## config.mk

```make
export PLATFORM = sky130hd
export DESIGN_NAME = button_click_debouncer
export DESIGN_NICKNAME = d
export VERILOG_FILES = /design/src/rtl/core/bcd_pkg.sv /design/src/rtl/core/bcd_step.sv /design/src/rtl/core/button_click_debouncer.sv
export SDC_FILE = /design/constraint.sdc
export NUM_CORES = 1
export LEC_CHECK = 0
export BUFFER_PORTS_ARGS = -buffer_cell sky130_fd_sc_hd__buf_2
export CAP_MARGIN = 40
export CORE_ASPECT_RATIO = 1.75
export CORE_UTILIZATION = 58
export DETAILED_ROUTE_END_ITERATION = 6
export PLACE_DENSITY = 0.79
export SYNTH_ARGS = -nofsm -noshare
export SYNTH_HDL_FRONTEND = slang
export SYNTH_SLANG_ARGS = --single-unit
```

## constraint.sdc

```tcl
create_clock -name i_clk -period 10.6 [get_ports i_clk]
set_clock_uncertainty 0.05 [all_clocks]
set_input_delay 0.53 -clock i_clk [delete_from_list [all_inputs] [get_ports i_clk]]
set_output_delay 0.53 -clock i_clk [all_outputs]
set_load 0.05 [all_outputs]
```

## src/rtl/core/bcd_pkg.sv

```systemverilog
// Shared types, codes and defaults of the button click debouncer.
`default_nettype none

package bcd_pkg;

    localparam int NUM_BUTTONS_DEF = 4;
    localparam int TIME_BITS_DEF   = 32;

    localparam int IDX_W      = 2;
    localparam int NOW_W      = 32;
    localparam int MS_W       = 16;
    localparam int MASK_W     = 4;
    localparam int PHASE_W    = 3;
    localparam int CFG_IDX_W  = 8;
    localparam int CFG_DATA_W = 16;

    localparam int IN_FIELDS_W  = IDX_W + 1 + NOW_W;
    localparam int IN_TDATA_W   = ((IN_FIELDS_W + 7) / 8) * 8;
    localparam int OUT_FIELDS_W = IDX_W + 1 + 1 + PHASE_W;
    localparam int OUT_TDATA_W  = ((OUT_FIELDS_W + 7) / 8) * 8;

    localparam logic [MS_W-1:0]   DEBOUNCE_RST    = 16'd50;
    localparam logic [MS_W-1:0]   PRESS_LIMIT_RST = 16'd3000;
    localparam logic [MASK_W-1:0] ACT_HIGH_RST    = 4'd0;
    localparam logic [MASK_W-1:0] ENABLE_RST      = 4'd15;

    typedef enum logic [PHASE_W-1:0] {
        PH_IDLE     = 3'd0,
        PH_DEBOUNCE = 3'd1,
        PH_PRESSED  = 3'd2,
        PH_TOO_LONG = 3'd3,
        PH_FINISHED = 3'd4
    } t_phase;

    typedef enum logic [CFG_IDX_W-1:0] {
        CFG_DEBOUNCE    = 8'd0,
        CFG_PRESS_LIMIT = 8'd1,
        CFG_ACT_HIGH    = 8'd2,
        CFG_ENABLE      = 8'd3
    } t_cfg_idx;

    typedef struct packed {
        t_phase phase;
        logic   pressed;
        logic   evt;
    } t_btn_flags;

    typedef struct packed {
        logic click;
        logic long_press;
        logic set_time;
    } t_step_evt;

endpackage

`default_nettype wire

```

## src/rtl/core/bcd_step.sv

```systemverilog
// Next-state logic of one button's debounce and click machine.
`default_nettype none

module bcd_step
    import bcd_pkg::*;
#(
    parameter int TIME_BITS = TIME_BITS_DEF
) (
    input  wire t_btn_flags            i_cur,
    input  wire logic                  i_active,
    input  wire logic [TIME_BITS-1:0]  i_elapsed,
    input  wire logic [MS_W-1:0]       i_debounce_ms,
    input  wire logic [MS_W-1:0]       i_press_limit_ms,
    output t_btn_flags                 o_nxt,
    output t_step_evt                  o_evt
);

    logic w_deb_done;
    logic w_over_limit;

    assign w_deb_done   = (i_elapsed >= TIME_BITS'(i_debounce_ms));
    assign w_over_limit = (i_elapsed >  TIME_BITS'(i_press_limit_ms));

    always_comb begin
        o_nxt = i_cur;
        o_evt = '0;
        unique case (i_cur.phase)
            PH_IDLE: begin
                if (i_active && !i_cur.pressed) begin
                    o_nxt.phase    = PH_DEBOUNCE;
                    o_evt.set_time = 1'b1;
                end
            end
            PH_DEBOUNCE: begin
                if (!i_active) begin
                    o_nxt.phase = PH_IDLE;
                end else if (w_deb_done && !i_cur.pressed) begin
                    o_nxt.phase   = PH_PRESSED;
                    o_nxt.pressed = 1'b1;
                    o_nxt.evt     = 1'b0;
                end
            end
            PH_PRESSED: begin
                if (i_cur.pressed && !i_cur.evt) begin
                    if (w_over_limit) begin
                        o_nxt.phase      = PH_TOO_LONG;
                        o_evt.long_press = 1'b1;
                    end else if (!i_active) begin
                        o_nxt.phase = PH_FINISHED;
                        o_nxt.evt   = 1'b1;
                    end
                end
            end
            PH_TOO_LONG: begin
                if (!i_active) begin
                    o_nxt.phase    = PH_IDLE;
                    o_nxt.pressed  = 1'b0;
                    o_nxt.evt      = 1'b0;
                    o_evt.set_time = 1'b1;
                end
            end
            PH_FINISHED: begin
                if (i_cur.evt) begin
                    o_nxt.phase    = PH_IDLE;
                    o_nxt.pressed  = 1'b0;
                    o_nxt.evt      = 1'b0;
                    o_evt.click    = 1'b1;
                    o_evt.set_time = 1'b1;
                end
            end
            default: begin
                o_nxt = i_cur;
            end
        endcase
    end

endmodule

`default_nettype wire

```

## src/rtl/core/button_click_debouncer.sv

```systemverilog
// Top level of the button click debouncer with per-button state and stream ports.
`default_nettype none

// Each input item is one poll of one button. It is captured in an input
// register, and once the output register is free the button's state is read,
// advanced and, for an enabled button in range, written back while the single
// result item is loaded into the output register. One item is accepted every
// cycle as long as the output side takes results, since the per-button state
// update completes in the same cycle the item leaves the input register. Time
// differences wrap modulo 2^TIME_BITS. Configuration writes are always taken
// and should be issued only while no item is in flight.

module button_click_debouncer
    import bcd_pkg::*;
#(
    parameter int NUM_BUTTONS = NUM_BUTTONS_DEF,
    parameter int TIME_BITS   = TIME_BITS_DEF
) (
    input  wire logic                   i_clk,
    input  wire logic                   i_rst_n,
    // Fields from bit 0 up: button_index[1:0], level[2], now_ms[34:3], zero fill.
    input  wire logic [IN_TDATA_W-1:0]  s_axis_tdata,
    input  wire logic                   s_axis_tvalid,
    output logic                        s_axis_tready,
    // Fields from bit 0 up: result_index[1:0], click[2], long_press[3], phase[6:4],
    // zero fill.
    output logic [OUT_TDATA_W-1:0]      m_axis_tdata,
    output logic                        m_axis_tvalid,
    input  wire logic                   m_axis_tready,
    input  wire logic                   i_cfg_valid,
    output logic                        o_cfg_ready,
    input  wire logic [CFG_IDX_W-1:0]   i_cfg_index,
    input  wire logic [CFG_DATA_W-1:0]  i_cfg_data
);

    localparam int BTN_W = (NUM_BUTTONS > 1) ? $clog2(NUM_BUTTONS) : 1;

    logic [MS_W-1:0]   r_debounce_ms;
    logic [MS_W-1:0]   r_press_limit_ms;
    logic [MASK_W-1:0] r_act_high;
    logic [MASK_W-1:0] r_enable;

    t_btn_flags           r_flags [NUM_BUTTONS];
    logic [TIME_BITS-1:0] r_ctime [NUM_BUTTONS];

    logic             r_in_valid;
    logic [IDX_W-1:0] r_in_idx;
    logic             r_in_level;
    logic [NOW_W-1:0] r_in_now;

    logic                   r_out_valid;
    logic [OUT_TDATA_W-1:0] r_out_data;

    logic                 w_out_free;
    logic                 w_advance;
    logic                 w_in_range;
    logic                 w_enabled;
    logic                 w_active;
    logic                 w_write;
    logic [BTN_W-1:0]     w_btn;
    logic [TIME_BITS-1:0] w_now;
    logic [TIME_BITS-1:0] w_elapsed;
    t_btn_flags           w_cur;
    t_btn_flags           w_nxt;
    t_step_evt            w_evt;
    t_phase               w_res_phase;
    logic                 w_click;
    logic                 w_long;
    logic [OUT_TDATA_W-1:0] n_out_data;

    assign o_cfg_ready = 1'b1;

    always_ff @(posedge i_clk) begin
        if (!i_rst_n) begin
            r_debounce_ms    <= DEBOUNCE_RST;
            r_press_limit_ms <= PRESS_LIMIT_RST;
            r_act_high       <= ACT_HIGH_RST;
            r_enable         <= ENABLE_RST;
        end else if (i_cfg_valid) begin
            unique case (i_cfg_index)
                CFG_DEBOUNCE:    r_debounce_ms    <= i_cfg_data;
                CFG_PRESS_LIMIT: r_press_limit_ms <= i_cfg_data;
                CFG_ACT_HIGH:    r_act_high       <= i_cfg_data[MASK_W-1:0];
                CFG_ENABLE:      r_enable         <= i_cfg_data[MASK_W-1:0];
                default: ;
            endcase
        end
    end

    assign w_out_free    = !r_out_valid || m_axis_tready;
    assign w_advance     = r_in_valid && w_out_free;
    assign s_axis_tready = !r_in_valid || w_out_free;

    always_ff @(posedge i_clk) begin
        if (!i_rst_n) begin
            r_in_valid <= 1'b0;
        end else if (s_axis_tready) begin
            r_in_valid <= s_axis_tvalid;
        end
    end

    always_ff @(posedge i_clk) begin
        if (s_axis_tready && s_axis_tvalid) begin
            r_in_idx   <= s_axis_tdata[IDX_W-1:0];
            r_in_level <= s_axis_tdata[IDX_W];
            r_in_now   <= s_axis_tdata[IDX_W+NOW_W:IDX_W+1];
        end
    end

    assign w_in_range = (32'(r_in_idx) < NUM_BUTTONS);
    assign w_btn      = BTN_W'(r_in_idx);
    assign w_enabled  = r_enable[r_in_idx];
    assign w_active   = (r_in_level == r_act_high[r_in_idx]);
    assign w_now      = TIME_BITS'(r_in_now);
    assign w_cur      = w_in_range ? r_flags[w_btn] : t_btn_flags'{PH_IDLE, 1'b0, 1'b0};
    assign w_elapsed  = w_now - (w_in_range ? r_ctime[w_btn] : '0);
    assign w_write    = w_advance && w_in_range && w_enabled;

    bcd_step #(
        .TIME_BITS (TIME_BITS)
    ) u_step (
        .i_cur            (w_cur),
        .i_active         (w_active),
        .i_elapsed        (w_elapsed),
        .i_debounce_ms    (r_debounce_ms),
        .i_press_limit_ms (r_press_limit_ms),
        .o_nxt            (w_nxt),
        .o_evt            (w_evt)
    );

    always_ff @(posedge i_clk) begin
        if (!i_rst_n) begin
            for (int i = 0; i < NUM_BUTTONS; i++) begin
                r_flags[i] <= '{PH_IDLE, 1'b0, 1'b0};
                r_ctime[i] <= '0;
            end
        end else if (w_write) begin
            r_flags[w_btn] <= w_nxt;
            if (w_evt.set_time) begin
                r_ctime[w_btn] <= w_now;
            end
        end
    end

    always_comb begin
        w_res_phase = w_cur.phase;
        w_click     = 1'b0;
        w_long      = 1'b0;
        if (w_in_range && w_enabled) begin
            w_res_phase = w_nxt.phase;
            w_click     = w_evt.click;
            w_long      = w_evt.long_press;
        end
        n_out_data = OUT_TDATA_W'({w_res_phase, w_long, w_click, r_in_idx});
    end

    always_ff @(posedge i_clk) begin
        if (!i_rst_n) begin
            r_out_valid <= 1'b0;
        end else if (w_out_free) begin
            r_out_valid <= r_in_valid;
        end
    end

    always_ff @(posedge i_clk) begin
        if (w_advance) begin
            r_out_data <= n_out_data;
        end
    end

    assign m_axis_tvalid = r_out_valid;
    assign m_axis_tdata  = r_out_data;

endmodule

`default_nettype wire

```

# Yosys cells after proc, flatten, opt, wreduce, memory -nomap -nowiden
# Memory sizes are Yosys's and may differ from the RTL's. A register that Yosys moved wholly into a read port is not among the register bits.
# Index checks and enable logic that the tools add are counted.
# Widths: inputs -> output; s select.
# totals
word_cells	89
ramBits	148
n_memories	2
input_bits	69
out_inout_bits	11
ff_bits	84
# memory_table
name	words	word_bits	read_ports	rd_ports_with_merged_regs	write_ports	line	rtl
r_ctime	4	32	1	1	4	button_click_debouncer.sv:44	logic [TIME_BITS-1:0] r_ctime [NUM_BUTTONS];
r_flags	4	5	1	1	4	button_click_debouncer.sv:43	t_btn_flags r_flags [NUM_BUTTONS];
# op_classes
n_eq_ne	8
n_lt_le_gt_ge	3
n_reduce_logical	22
add_sub_neg	1
muxes	41
# op_table
cell	n
$ge 32x16->1	1
$gt 32x16->1	1
$mux 32	1
$reduce_or 32->1	1
$sub 32x32->32	1
$mux 5	4
$mux 1	19
$mux 3	6
$eq 8x2->1 const B	2
$pmux 3 s5	1
$mux 2	5
$reduce_and 2->1	5
$eq 8x1->1 const B	1
$logic_not 8->1	1
$eq 3x2->1 const B	2
$logic_and 1x1->1	6
$pmux 1 s3	2
$reduce_or 5->1	1
$bmux 1 s2	2
$logic_not 1->1	4
$pmux 1 s4	1
$eq 3x1->1 const B	1
$eq 3x3->1 const B	1
$logic_not 3->1	1
other kinds (4)	5

# Longest topological paths before layout
# Gate-level depths: netlist of run 1.
# logic_depth
word_depth	12
mapped_depth	23
ltp_nobuf	20

# Modules after synthesis
# From an unflattened synthesis of run 1, not the netlist that was laid out.
# unflattened
cells_unflattened	1072
hier_area_um2	12275.5
# modules_own_cells
module	cells_per_inst	n_inst	seq_area_each_um2	area_per_inst_um2
button_click_debouncer	916	1	6586.3	11229.5
bcd_step	156	1	0.0	1046.0

# Worst setup path after synthesis of run 1
# No wires, ideal clock.
# synth_timing
kind	register to register
from	reg (tool-made name)
to	reg r_out_data[4] (netlist: m_axis_tdata[4]), data pin
path_buffers	2
required_ns	10.275
synth_period_minus_slack_ns	4.946
t_arrival_ns	4.622
stages_incl_launch_ff	21
setup_slack_ns	5.654
setup_time_ns	0.275
cell_sequence	dfxtp_1 -> buf_2 -> buf_1 -> mux4_2 -> ha_1 -> fa_1 -> nand2b_1 -> a21o_1 -> a21oi_1 -> nor2_1 -> nor2_1 -> nor2_1 -> xnor2_1 -> ha_1 -> o21a_1 -> o21ai_0 -> a21oi_1 -> o31ai_1 -> nand4_1 -> o21ai_2 -> a31oi_1
# synth_rtl
item	line	rtl
to (signal assigned)	button_click_debouncer.sv:167	r_out_data <= n_out_data;
to (decl)	button_click_debouncer.sv:52	logic [OUT_TDATA_W-1:0] r_out_data;

==> Implementation_results.wiki, run 1 <==
{| class="wikitable"
! Metric !! Value
|-
| Clock tree buffer depth || 3
|-
| Overall overflow remaining after global route || 0
|-
| CP cell instances || buf_4, mux4_2, ha_1, fa_1, nand2b_1, a21o_1, a21oi_1, nor2_1, nor2_1, nor2_1, xnor2_1, ha_1, o21a_1, o21ai_0, a21oi_1, o31ai_1, nand4_1, o21ai_2, a31oi_1
|-
| Cell chosen for the clock root || sky130_fd_sc_hd__clkbuf_16
|-
| Depth of the CTS H-tree || 1
|-
| Die extent in x || 114.7 um
|-
| Clock sink count || 234
|-
| Post-synth ARST share || 0
|-
| Worst hold margin || 129.2 ps
|-
| Placement row count || 71
|-
| Family with the most delay on the worst path || compound AO/OA/AOI/OAI gates
|-
| Area of the die || 0.02287 mm2
|-
| Synth Net Count || 1,256
|-
| Count of instances resized after the clock tree is built || 0
|-
| Run status || completed
|-
| Library cells used by synthesis || 75
|-
| Vias in the first global route || 9,097
|-
| Detailed-placement wirelength estimate || 20.72 mm
|-
| Pin count of the biggest net entering global routing || 53
|-
| Number of nets with antenna violations after routing || 0
|-
| Post-Route Utilization || 0.6581
|-
| Sequential fraction of the synthesis area || 0.5105
|-
| Synthesized area per cell || 11.51 um2
|-
| Number of clock buffers inserted by TritonCTS || 22
|-
| Max_slew headroom || 0.3884
|-
| Total of max-cap violations || 0
|-
| Buffers on Ports || 72
|-
| Total global-route track usage || 0.2633
|-
| Final wirelength || 28.81 mm
|-
| Detail-routed net length per standard cell || 19.35 um
|-
| Final setup viols || 0
|-
| Netlist area before placement || 0.01290 mm2
|-
| Height of the chip || 199.3 um
|-
| Area delta synth->final || 10.56%
|-
| Min Tclk post-route || 5911 ps
|-
| Fraction of layout cells with a size suffix above 1 || 0.1688
|-
| Main flop type after synthesis || sky130_fd_sc_hd__edfxtp_1
|-
| Final count of hold timing violations || 0
|-
| Final Total Pwr || 2.397 mW
|-
| TritonCTS clock tree || yes
|-
| Final non-filler cell total || 1,489
|-
| Final worst-path cycle share || 0.5576
|-
| Arrival time worst endpoint || 6100 ps
|-
| Number of synthesized register bits || 234
|-
| Post-cts hold buffer count || 0
|-
| Iter 0 DRT Violations || 615
|-
| Number of synthesis warnings || 0
|-
| Via total after detailed routing || 8,888
|-
| Setup repair after global routing missed its margin || false
|-
| Final Max Slew Viols || 0
|-
| Wire length of the first global-routing pass || 45.80 mm
|-
| CP max stage delay || 650 ps
|-
| Routability congestion estimate || 0.9351
|-
| Most used routing layer in global routing || met2
|-
| Met3 track demand over resource || 0.03003
|-
| Number of antenna violations at the first check in global routing || 0
|-
| Biggest fanout along the worst timing path || 39
|-
| Count of buffering cells on the critical path with inverters included || 1
|-
| Starting density of the core || 0.5952
|-
| Total power per unit cell area || 168.0 mW/mm2
|-
| Post-CTS setup buffer count || 0
|-
| Met2 Resource Use GR || 0.5033
|-
| Worst Max-Slew Pin Slew || 917.4 ps
|-
| Dominant cell type by count on the critical path || sky130_fd_sc_hd__nor2_1
|-
| Class of the tightest hold or removal check || input port to flip-flop
|-
| Remaining routing DRC violations || 0
|-
| Worst setup path class || flip-flop to flip-flop
|-
| Synthesized instance count || 1,121
|-
| Required time at the worst-slack endpoint || 10,790 ps
|-
| Number of inserted diodes || 0
|-
| EDFF count, synth || 190
|-
| Detailed-route vias per instance || 5.969
|-
| Clock input transition at the sequential cells of the worst setup and hold paths || 60 ps
|-
| Clock latency reported for the late side of the worst-skew pair || 520 ps
|-
| Crit end category || flip-flop
|-
| Routing usage on met1 || 0.2788
|-
| Final net count || 1,316
|-
| IO Count || 80
|-
| Fin Setup TNS || 0 ps
|-
| Static leakage || 5.430 nW
|-
| Drt first pass iters || 5
|-
| Core Footprint || 0.02168 mm2
|-
| Highest clock rate || 0.1692 GHz
|-
| CP startpoint kind || flip-flop
|-
| Worst vdd ir || 134.7 uV
|-
| Cell with the largest stage delay on the worst path || sky130_fd_sc_hd__o31ai_1
|-
| Dpl cells || 1,449
|}
==> layout by cell type, fill, tap and decap left out, types with 4 or more instances in the layout <==
cell type and instances:
sky130_fd_sc_hd__a31oi_1 9, sky130_fd_sc_hd__a22oi_1 4, sky130_fd_sc_hd__a21boi_0 10, sky130_fd_sc_hd__xor2_1 7, sky130_fd_sc_hd__nor2b_1 23, sky130_fd_sc_hd__and3_1 4
sky130_fd_sc_hd__o22ai_1 6, sky130_fd_sc_hd__nor3b_1 5, sky130_fd_sc_hd__and2_1 122, sky130_fd_sc_hd__o21ai_1 4, sky130_fd_sc_hd__o21ai_0 34, sky130_fd_sc_hd__o31ai_1 4
sky130_fd_sc_hd__o211ai_1 22, sky130_fd_sc_hd__nor3_1 16, sky130_fd_sc_hd__nor4_1 7, sky130_fd_sc_hd__buf_2 74, sky130_fd_sc_hd__ha_1 65, sky130_fd_sc_hd__mux2i_1 29
sky130_fd_sc_hd__clkbuf_16 23, sky130_fd_sc_hd__buf_4 16, sky130_fd_sc_hd__a21oi_1 55, sky130_fd_sc_hd__nand2_1 92, sky130_fd_sc_hd__o21a_1 11, sky130_fd_sc_hd__xnor2_1 12
sky130_fd_sc_hd__nand4_1 20, sky130_fd_sc_hd__nand2b_1 8, sky130_fd_sc_hd__mux4_2 37, sky130_fd_sc_hd__edfxtp_1 190, sky130_fd_sc_hd__a211oi_1 8, sky130_fd_sc_hd__clkinv_1 4
sky130_fd_sc_hd__o21ai_2 6, sky130_fd_sc_hd__inv_1 76, sky130_fd_sc_hd__o2111ai_1 4, sky130_fd_sc_hd__mux2_2 4, sky130_fd_sc_hd__nand3_1 11, sky130_fd_sc_hd__dfxtp_1 43
sky130_fd_sc_hd__a21o_1 6, sky130_fd_sc_hd__nor2_1 49
==> state kept, by name, indices dropped and copies added, names as in the netlist, named ones only <==
register,flops
r_act_high,4
r_enable,4
r_flags,20
r_in_valid,1
m_axis_tdata,7
r_in_idx,2
r_debounce_ms,16
r_in_now,32
r_ctime,128
r_press_limit_ms,16
m_axis_tvalid,1
r_in_level,1
==> final timing paths <==
check                                           from                    to  slack [ps]  depth (start not counted)
worst min register to register  r_press_limit_ms[13]  r_press_limit_ms[13]         420                          2
worst min-delay path                s_axis_tdata[21]          r_in_now[18]         130                          1
worst max register to register             flip-flop       m_axis_tdata[4]        4690                         19
worst max-delay path                       flip-flop       m_axis_tdata[4]        4690                         19
==> power by group <==
| part | internal, mW | total [mW] | switching (mW) |
|---|---|---|---|
| Clock | 0.470 | 0.808 | 0.339 |
| Sequential | 1.04 | 1.05 | 0.0183 |
| Combinational | 0.203 | 0.534 | 0.331 |
==> cell type report <==
cell class / instances / area [um2]
Clock buffer: 26 / 586.8
Clock inverter: 14 / 148.9
Fill cell: 1747 / 7411
Inverter: 76 / 285.3
Multi-Input combinational cell: 756 / 5786
Sequential cell: 234 / 6588
Tap cell: 292 / 365.4
Timing Repair Buffer: 91 / 505.5
==> layer usage <==
metal / share of wire / wire length (um)
met4: 0.047 / 1342
met5: 0 / 0
met2: 0.54 / 15680
met1: 0.37 / 10560
met3: 0.043 / 1226
==> worst register-to-register path: stages (launching register included) <==
cell and delay (ps):
sky130_fd_sc_hd__dfxtp_2 320, sky130_fd_sc_hd__buf_4 610, sky130_fd_sc_hd__mux4_2 620, sky130_fd_sc_hd__ha_1 220, sky130_fd_sc_hd__fa_1 410, sky130_fd_sc_hd__nand2b_1 200, sky130_fd_sc_hd__a21o_1 230, sky130_fd_sc_hd__a21oi_1 280
sky130_fd_sc_hd__nor2_1 120, sky130_fd_sc_hd__nor2_1 140, sky130_fd_sc_hd__nor2_1 70, sky130_fd_sc_hd__xnor2_1 280, sky130_fd_sc_hd__ha_1 310, sky130_fd_sc_hd__o21a_1 110, sky130_fd_sc_hd__o21ai_0 190, sky130_fd_sc_hd__a21oi_1 110
sky130_fd_sc_hd__o31ai_1 650, sky130_fd_sc_hd__nand4_1 270, sky130_fd_sc_hd__o21ai_2 310, sky130_fd_sc_hd__a31oi_1 140
==> through the flow <==
stage               instance area, um2  worst slack, ps
global placement                 13490             4820
detailed placement               13530             4752
global route                     14260             4383
floorplan                        12900             5654
CTS                              14260             4719
finish                           14260             4689
==> synth_stat cells (5+ instances only) <==
cell	count	area, um2
sky130_fd_sc_hd__edfxtp_1	190	5705
sky130_fd_sc_hd__nand2b_1	8	50.05
sky130_fd_sc_hd__o21ai_0	36	180.2
sky130_fd_sc_hd__nand4_1	20	125.1
sky130_fd_sc_hd__nand3_1	11	55.05
sky130_fd_sc_hd__a211oi_1	8	60.06
sky130_fd_sc_hd__xor2_1	7	61.31
sky130_fd_sc_hd__nor3b_1	6	45.04
sky130_fd_sc_hd__inv_1	76	285.3
sky130_fd_sc_hd__dfxtp_1	44	880.8
sky130_fd_sc_hd__o21a_1	11	82.58
sky130_fd_sc_hd__xnor2_1	12	105.1
sky130_fd_sc_hd__clkbuf_1	33	123.9
sky130_fd_sc_hd__nor3_1	17	85.08
sky130_fd_sc_hd__nor4_1	7	43.79
sky130_fd_sc_hd__buf_6	7	78.83
sky130_fd_sc_hd__mux2i_1	29	290.3
sky130_fd_sc_hd__nand2_1	92	345.3
sky130_fd_sc_hd__a31oi_1	9	56.30
sky130_fd_sc_hd__nor2_1	49	183.9
sky130_fd_sc_hd__buf_4	7	52.55
sky130_fd_sc_hd__mux4_2	37	833.3
sky130_fd_sc_hd__a21oi_1	55	275.3
sky130_fd_sc_hd__o211ai_1	22	165.2
sky130_fd_sc_hd__a21boi_0	12	90.09
sky130_fd_sc_hd__and2_1	122	763.2
sky130_fd_sc_hd__buf_2	5	25.02
sky130_fd_sc_hd__o22ai_1	6	37.54
sky130_fd_sc_hd__ha_1	65	813.3
sky130_fd_sc_hd__a21o_1	6	45.04
sky130_fd_sc_hd__nor2b_1	23	143.9
==> cell families (layout without fill, tap and decap cells) <==
family          count (synthesis)  count (layout)  share of synthesized area
flops                         234             234                     0.5105
buf+inv                       131             207                    0.04470
mux                            70              70                    0.09057
simple gates                  387             387                     0.1652
compound gates                210             210                     0.1084
fa+ha+maj                      66              66                    0.06459
other cells                     2               2                  0.0005821
xor+xnor                       21              21                    0.01542
No activity file was read; power rests on OpenSTA's default activity.
==> run 2: changes to the inputs <==
==> constraint.sdc (replaced) <==
create_clock -name i_clk -period 5.98 [get_ports i_clk]
set_clock_uncertainty 0.05 [all_clocks]
set_input_delay 0.299 -clock i_clk [delete_from_list [all_inputs] [get_ports i_clk]]
set_output_delay 0.299 -clock i_clk [all_outputs]
set_load 0.05 [all_outputs]
==> Implementation_results.wiki, run 2 (synthesis gave the netlist of run 1 again) <==
{| class="wikitable"
! Metric !! Value
|-
| Clock sink count || 234
|-
| Arrival time worst endpoint || 5320 ps
|-
| Leading cell type in the layout, fill and taps excluded || sky130_fd_sc_hd__edfxtp_1
|-
| Largest registers ranked by flip-flop count || r_ctime: 128 flops, r_in_now: 32 flops, r_flags: 20 flops
|-
| Register with the most flip-flops || r_ctime
|-
| Static leakage || 5.656 nW
|-
| Area of the die || 0.02287 mm2
|-
| Number of nets with antenna violations after routing || 0
|-
| Cell chosen for the clock root || sky130_fd_sc_hd__clkbuf_16
|-
| Number of clock buffers inserted by TritonCTS || 23
|-
| Worst Max-Slew Pin Slew || 909.7 ps
|-
| Flip-flop count of the largest register, all copies and words added || 128
|-
| Number of inserted diodes || 0
|-
| Worst setup path class || flip-flop to flip-flop
|-
| Final setup viols || 0
|-
| Post-Route Utilization || 0.6821
|-
| Final count of hold timing violations || 0
|-
| Count of instances resized after the clock tree is built || 0
|-
| Multi-input logic area || 0.005786 mm2
|-
| Post-cts hold buffer count || 49
|-
| Area delta synth->final || 14.59%
|-
| Detail-routed net length per standard cell || 19.24 um
|-
| Filler cell count in the final layout || 1,666
|-
| Total of max-cap violations || 0
|-
| Overall overflow remaining after global route || 0
|-
| Dpl cells || 1,453
|-
| Max_slew headroom || 0.3935
|-
| Worst vdd ir || 221.8 uV
|-
| Starting density of the core || 0.5952
|-
| Clock tree buffer depth || 3
|-
| Vias in the first global route || 9,093
|-
| Core Footprint || 0.02168 mm2
|-
| Min Tclk post-route || 5128 ps
|-
| Iter 0 DRT Violations || 634
|-
| CP startpoint kind || flip-flop
|-
| Final worst-path cycle share || 0.8576
|-
| Highest clock rate || 0.1950 GHz
|-
| Class of the tightest hold or removal check || input port to flip-flop
|-
| Buffers on Ports || 72
|-
| Depth of the CTS H-tree || 1
|-
| Run status || completed
|-
| Commonest cells after routing, fill and taps aside || sky130_fd_sc_hd__edfxtp_1, sky130_fd_sc_hd__and2_1, sky130_fd_sc_hd__nand2_1
|-
| Detailed-route vias per instance || 5.883
|-
| Post-CTS setup buffer count || 0
|-
| Required time at the worst-slack endpoint || 6170 ps
|-
| Final net count || 1,370
|-
| Sequential cell area || 0.006588 mm2
|-
| Remaining routing DRC violations || 0
|-
| Die extent in x || 114.7 um
|-
| Fraction of layout cells with a size suffix above 1 || 0.1655
|-
| Biggest fanout along the worst timing path || 9
|-
| Fin Setup TNS || 0 ps
|-
| Final Total Pwr || 4.294 mW
|-
| Number of antenna violations at the first check in global routing || 0
|-
| Pin count of the biggest net entering global routing || 53
|-
| Setup repair after global routing missed its margin || false
|-
| Placement row count || 71
|-
| Clock input transition at the sequential cells of the worst setup and hold paths || 60 ps
|-
| IO Count || 80
|-
| Total power per unit cell area || 290.4 mW/mm2
|-
| Via total after detailed routing || 9,078
|-
| Total global-route track usage || 0.2700
|-
| Final wirelength || 29.69 mm
|-
| Drt first pass iters || 5
|-
| Final non-filler cell total || 1,543
|-
| Detailed-placement wirelength estimate || 21.29 mm
|-
| Wire length of the first global-routing pass || 46.55 mm
|-
| TritonCTS clock tree || yes
|-
| Clock latency reported for the late side of the worst-skew pair || 530 ps
|-
| Routability congestion estimate || 0.9453
|-
| Crit end category || flip-flop
|-
| Height of the chip || 199.3 um
|-
| Final Max Slew Viols || 0
|}
## run 2: changes by cell type in the layout (fill, tap and decap cells not counted)
cell                            delta
sky130_fd_sc_hd__dlygate4sd3_1    +49
sky130_fd_sc_hd__clkinvlp_2        -1
sky130_fd_sc_hd__buf_8             -1
sky130_fd_sc_hd__buf_4             +5
sky130_fd_sc_hd__clkinvlp_4        +1
sky130_fd_sc_hd__clkinv_2          +1
## run 2: layer usage
metal / vias up / track usage / part of all wire
met5: - / 0 / 0
met4: 0 / 0.1405 / 0.046
met3: 81 / 0.02881 / 0.035
met2: 236 / 0.5147 / 0.55
met1: 4432 / 0.2889 / 0.37
li1: 4329 / - / -
## run 2: area by class of cell
class	count	area share
Tap cell	292	0.02471
Timing Repair Buffer	144	0.06888
Sequential cell	234	0.4455
Clock inverter	15	0.01058
Clock buffer	26	0.03969
Multi-Input combinational cell	756	0.3913
Inverter	76	0.01929
## run 2: through the flow
step                      hold WS (ps)  cell area, um2  setup WS [ps]
after global placement           406.1           13510          961.6
after CTS                        3.139           14790          871.6
after floorplan                  347.9           12900           1034
after global routing             20.82           14790          418.8
after detailed placement         413.4           13550          911.1
final                            9.805           14790          851.6
## run 2: power by group
group | leakage (nW) | switching (mW) | internal, mW | total (mW)
Sequential | 2.26 | 0.0402 | 1.84 | 1.88
Combinational | 3.04 | 0.580 | 0.385 | 0.965
Clock | 0.356 | 0.617 | 0.835 | 1.45
Total | 5.66 | 1.24 | 3.06 | 4.29
## run 2: worst max-delay path, stage by stage (launching register included)
cell and delay [ps]:
sky130_fd_sc_hd__dfxtp_2 560, sky130_fd_sc_hd__mux4_2 550, sky130_fd_sc_hd__ha_1 210, sky130_fd_sc_hd__fa_1 400
sky130_fd_sc_hd__nand2b_1 200, sky130_fd_sc_hd__a21o_1 230, sky130_fd_sc_hd__a21oi_1 240, sky130_fd_sc_hd__nor2_1 130
sky130_fd_sc_hd__nor2_1 150, sky130_fd_sc_hd__nor2_1 60, sky130_fd_sc_hd__xnor2_1 300, sky130_fd_sc_hd__ha_1 320
sky130_fd_sc_hd__o21a_1 110, sky130_fd_sc_hd__o21ai_0 140, sky130_fd_sc_hd__a21oi_1 100, sky130_fd_sc_hd__o31ai_1 280
sky130_fd_sc_hd__buf_4 180, sky130_fd_sc_hd__nand4_1 170, sky130_fd_sc_hd__o21ai_2 320, sky130_fd_sc_hd__a21oi_1 130
## run 2: worst paths after layout
check	start	endpoint	slack, ps	cells after the start
worst max-delay path	flip-flop	r_flags[3][2]	850	19
worst min-delay path	i_cfg_data[15]	r_press_limit_ms[15]	10	3
worst max register to register	flip-flop	r_flags[3][2]	850	19
worst min register to register	r_press_limit_ms[12]	r_press_limit_ms[12]	420	2
==> run 3: changes to the inputs <==
--- a/config.mk
+++ b/config.mk
@@ -10,7 +10,7 @@
 export CORE_ASPECT_RATIO = 1.75
 export CORE_UTILIZATION = 58
 export DETAILED_ROUTE_END_ITERATION = 6
-export PLACE_DENSITY = 0.79
+export PLACE_DENSITY = 0.74
 export SYNTH_ARGS = -nofsm -noshare
 export SYNTH_HDL_FRONTEND = slang
 export SYNTH_SLANG_ARGS = --single-unit
==> Implementation_results.wiki, run 3 (synthesis gave the netlist of run 1 again) <==
{| class="wikitable"
! Metric !! Value
|-
| Run status || completed
|-
| Clock sink count || 234
|-
| Commonest cells after routing, fill and taps aside || sky130_fd_sc_hd__edfxtp_1, sky130_fd_sc_hd__and2_1, sky130_fd_sc_hd__nand2_1
|-
| Depth of the CTS H-tree || 1
|-
| Vias in the first global route || 9,357
|-
| Overall overflow remaining after global route || 0
|-
| CP startpoint kind || flip-flop
|-
| Required time at the worst-slack endpoint || 6180 ps
|-
| Cell chosen for the clock root || sky130_fd_sc_hd__clkbuf_16
|-
| Arrival time worst endpoint || 5500 ps
|-
| Crit end category || flip-flop
|-
| Remaining routing DRC violations || 0
|-
| Post-Route Utilization || 0.6830
|-
| Biggest fanout along the worst timing path || 18
|-
| IO Count || 80
|-
| Total power per unit cell area || 290.2 mW/mm2
|-
| Worst reg2reg path endpoint || r_flags[1][2]
|-
| Iter 0 DRT Violations || 553
|-
| Count of instances resized after the clock tree is built || 0
|-
| Die extent in x || 114.7 um
|-
| Area delta synth->final || 14.74%
|-
| TritonCTS clock tree || yes
|-
| Final net count || 1,368
|-
| Final setup viols || 0
|-
| Worst setup path class || flip-flop to flip-flop
|-
| Dpl cells || 1,452
|-
| Worst vdd ir || 233.6 uV
|-
| Clock tree buffer depth || 3
|-
| Filler cell count in the final layout || 1,685
|-
| Area of the die || 0.02287 mm2
|-
| Starting density of the core || 0.5952
|-
| Highest clock rate || 0.1887 GHz
|-
| Total global-route track usage || 0.2717
|-
| Height of the chip || 199.3 um
|-
| Clock latency reported for the late side of the worst-skew pair || 520 ps
|-
| Number of inserted diodes || 0
|-
| Setup repair after global routing missed its margin || false
|-
| Total of max-cap violations || 0
|-
| Drt first pass iters || 7
|-
| Final count of hold timing violations || 0
|-
| Final instance area || 0.01480 mm2
|-
| Worst Max-Slew Pin Slew || 890.6 ps
|-
| Reg2Reg Setup Slack || 680 ps
|-
| Cells on worst reg2reg path || 19
|-
| Number of clock buffers inserted by TritonCTS || 23
|-
| Via total after detailed routing || 9,038
|-
| Register with the most flip-flops || r_ctime
|-
| Detailed-route vias per instance || 5.865
|-
| Post-Place Cell Area || 0.01357 mm2
|-
| Final worst-path cycle share || 0.8861
|-
| Number of nets with antenna violations after routing || 0
|-
| Routability congestion estimate || 0.9162
|-
| Leading cell type in the layout, fill and taps excluded || sky130_fd_sc_hd__edfxtp_1
|-
| Min Tclk post-route || 5299 ps
|-
| Final Max Slew Viols || 0
|-
| Detailed-placement wirelength estimate || 21.53 mm
|-
| Number of antenna violations at the first check in global routing || 0
|-
| Static leakage || 5.669 nW
|-
| Clock input transition at the sequential cells of the worst setup and hold paths || 60 ps
|-
| Max_slew headroom || 0.4063
|-
| Hold path endpoint || r_in_valid
|-
| Worst hold path depth || 3
|-
| Fin Setup TNS || 0 ps
|-
| Pin count of the biggest net entering global routing || 53
|-
| Detail-routed net length per standard cell || 19.26 um
|-
| Largest registers ranked by flip-flop count || r_ctime: 128 flops, r_in_now: 32 flops, r_flags: 20 flops
|-
| Worst min-delay path startpoint || s_axis_tvalid
|-
| Buffers on Ports || 72
|-
| Placement row count || 71
|-
| Class of the tightest hold or removal check || input port to flip-flop
|-
| Final non-filler cell total || 1,541
|-
| Core Footprint || 0.02168 mm2
|-
| Flip-flop count of the largest register, all copies and words added || 128
|-
| Wire length of the first global-routing pass || 47.13 mm
|-
| Final wirelength || 29.68 mm
|-
| Fraction of layout cells with a size suffix above 1 || 0.1649
|}
==> run 3: changes by cell type in the layout (fill, tap and decap cells not counted), sizes merged <==
cell         change
buf              -1
bufinv           -1
clkbuf           +4
clkinvlp         -3
dlygate4sd3      -1
==> run 3: worst max path at each step <==
stage                          from              end  slack, ps
after global placement    flip-flop  m_axis_tdata[4]        740
after detailed placement  flip-flop    r_flags[1][2]        730
final                     flip-flop    r_flags[1][2]        680
after global routing      flip-flop    r_flags[1][4]        320
after floorplan           flip-flop  m_axis_tdata[4]       1030
after CTS                 flip-flop    r_flags[1][2]        690
==> run 3: worst max-delay path: stages, from the launching register on <==
cell and delay (ps):
sky130_fd_sc_hd__dfxtp_2 760, sky130_fd_sc_hd__mux4_2 590, sky130_fd_sc_hd__inv_1 110, sky130_fd_sc_hd__ha_1 210, sky130_fd_sc_hd__o211ai_1 110, sky130_fd_sc_hd__a21oi_1 280, sky130_fd_sc_hd__nor2_1 130, sky130_fd_sc_hd__o21ai_0 330
sky130_fd_sc_hd__a21boi_0 180, sky130_fd_sc_hd__xnor2_1 300, sky130_fd_sc_hd__ha_1 310, sky130_fd_sc_hd__a211oi_1 230, sky130_fd_sc_hd__nor2_1 70, sky130_fd_sc_hd__o21ai_0 170, sky130_fd_sc_hd__a21oi_1 120, sky130_fd_sc_hd__o31ai_1 300
sky130_fd_sc_hd__buf_4 200, sky130_fd_sc_hd__nand4_1 150, sky130_fd_sc_hd__o21ai_2 320, sky130_fd_sc_hd__a21oi_1 120
==> run 3: repair_timing <==
item	CTS	global route
hold buffers	48	0
setup buffers	0	0
hold endpoints to repair	55	0
==> run 3: through the flow <==
stage	hold WS [ps]	worst slack (ps)	total power, mW
2_1_floorplan	347.9	1034	2.595
3_3_place_gp	404.9	738.9	2.827
3_5_place_dp	415.8	727.2	2.848
4_1_cts	0.3455	687.3	4.316
5_1_grt	19.59	316.1	4.472
6_report	0.8699	681.3	4.296
==> run 3: final cells by class <==
| type | count | area, um2 | area share |
|---|---|---|---|
| Inverter | 76 | 285.3 | 0.01927 |
| Sequential cell | 234 | 6588 | 0.4450 |
| Tap cell | 292 | 365.4 | 0.02468 |
| Multi-Input combinational cell | 756 | 5786 | 0.3908 |
| Timing Repair Buffer | 142 | 1028 | 0.06947 |
| Clock inverter | 11 | 120.1 | 0.008114 |
| Clock buffer | 30 | 631.9 | 0.04268 |
==> run 3: layer usage <==
metal	up-vias	wire length, um	track usage
li1	4340	-	-
met1	4349	10830	0.2854
met2	260	16240	0.5228
met3	89	1135	0.02942
met4	0	1471	0.1424
met5	-	0	0
==> run 3: power by group <==
part           internal (mW)  switching (mW)  total (mW)
logic                  0.387           0.582       0.970
clock network          0.835           0.613        1.45
registers               1.84          0.0419        1.88
total                   3.06            1.24        4.30
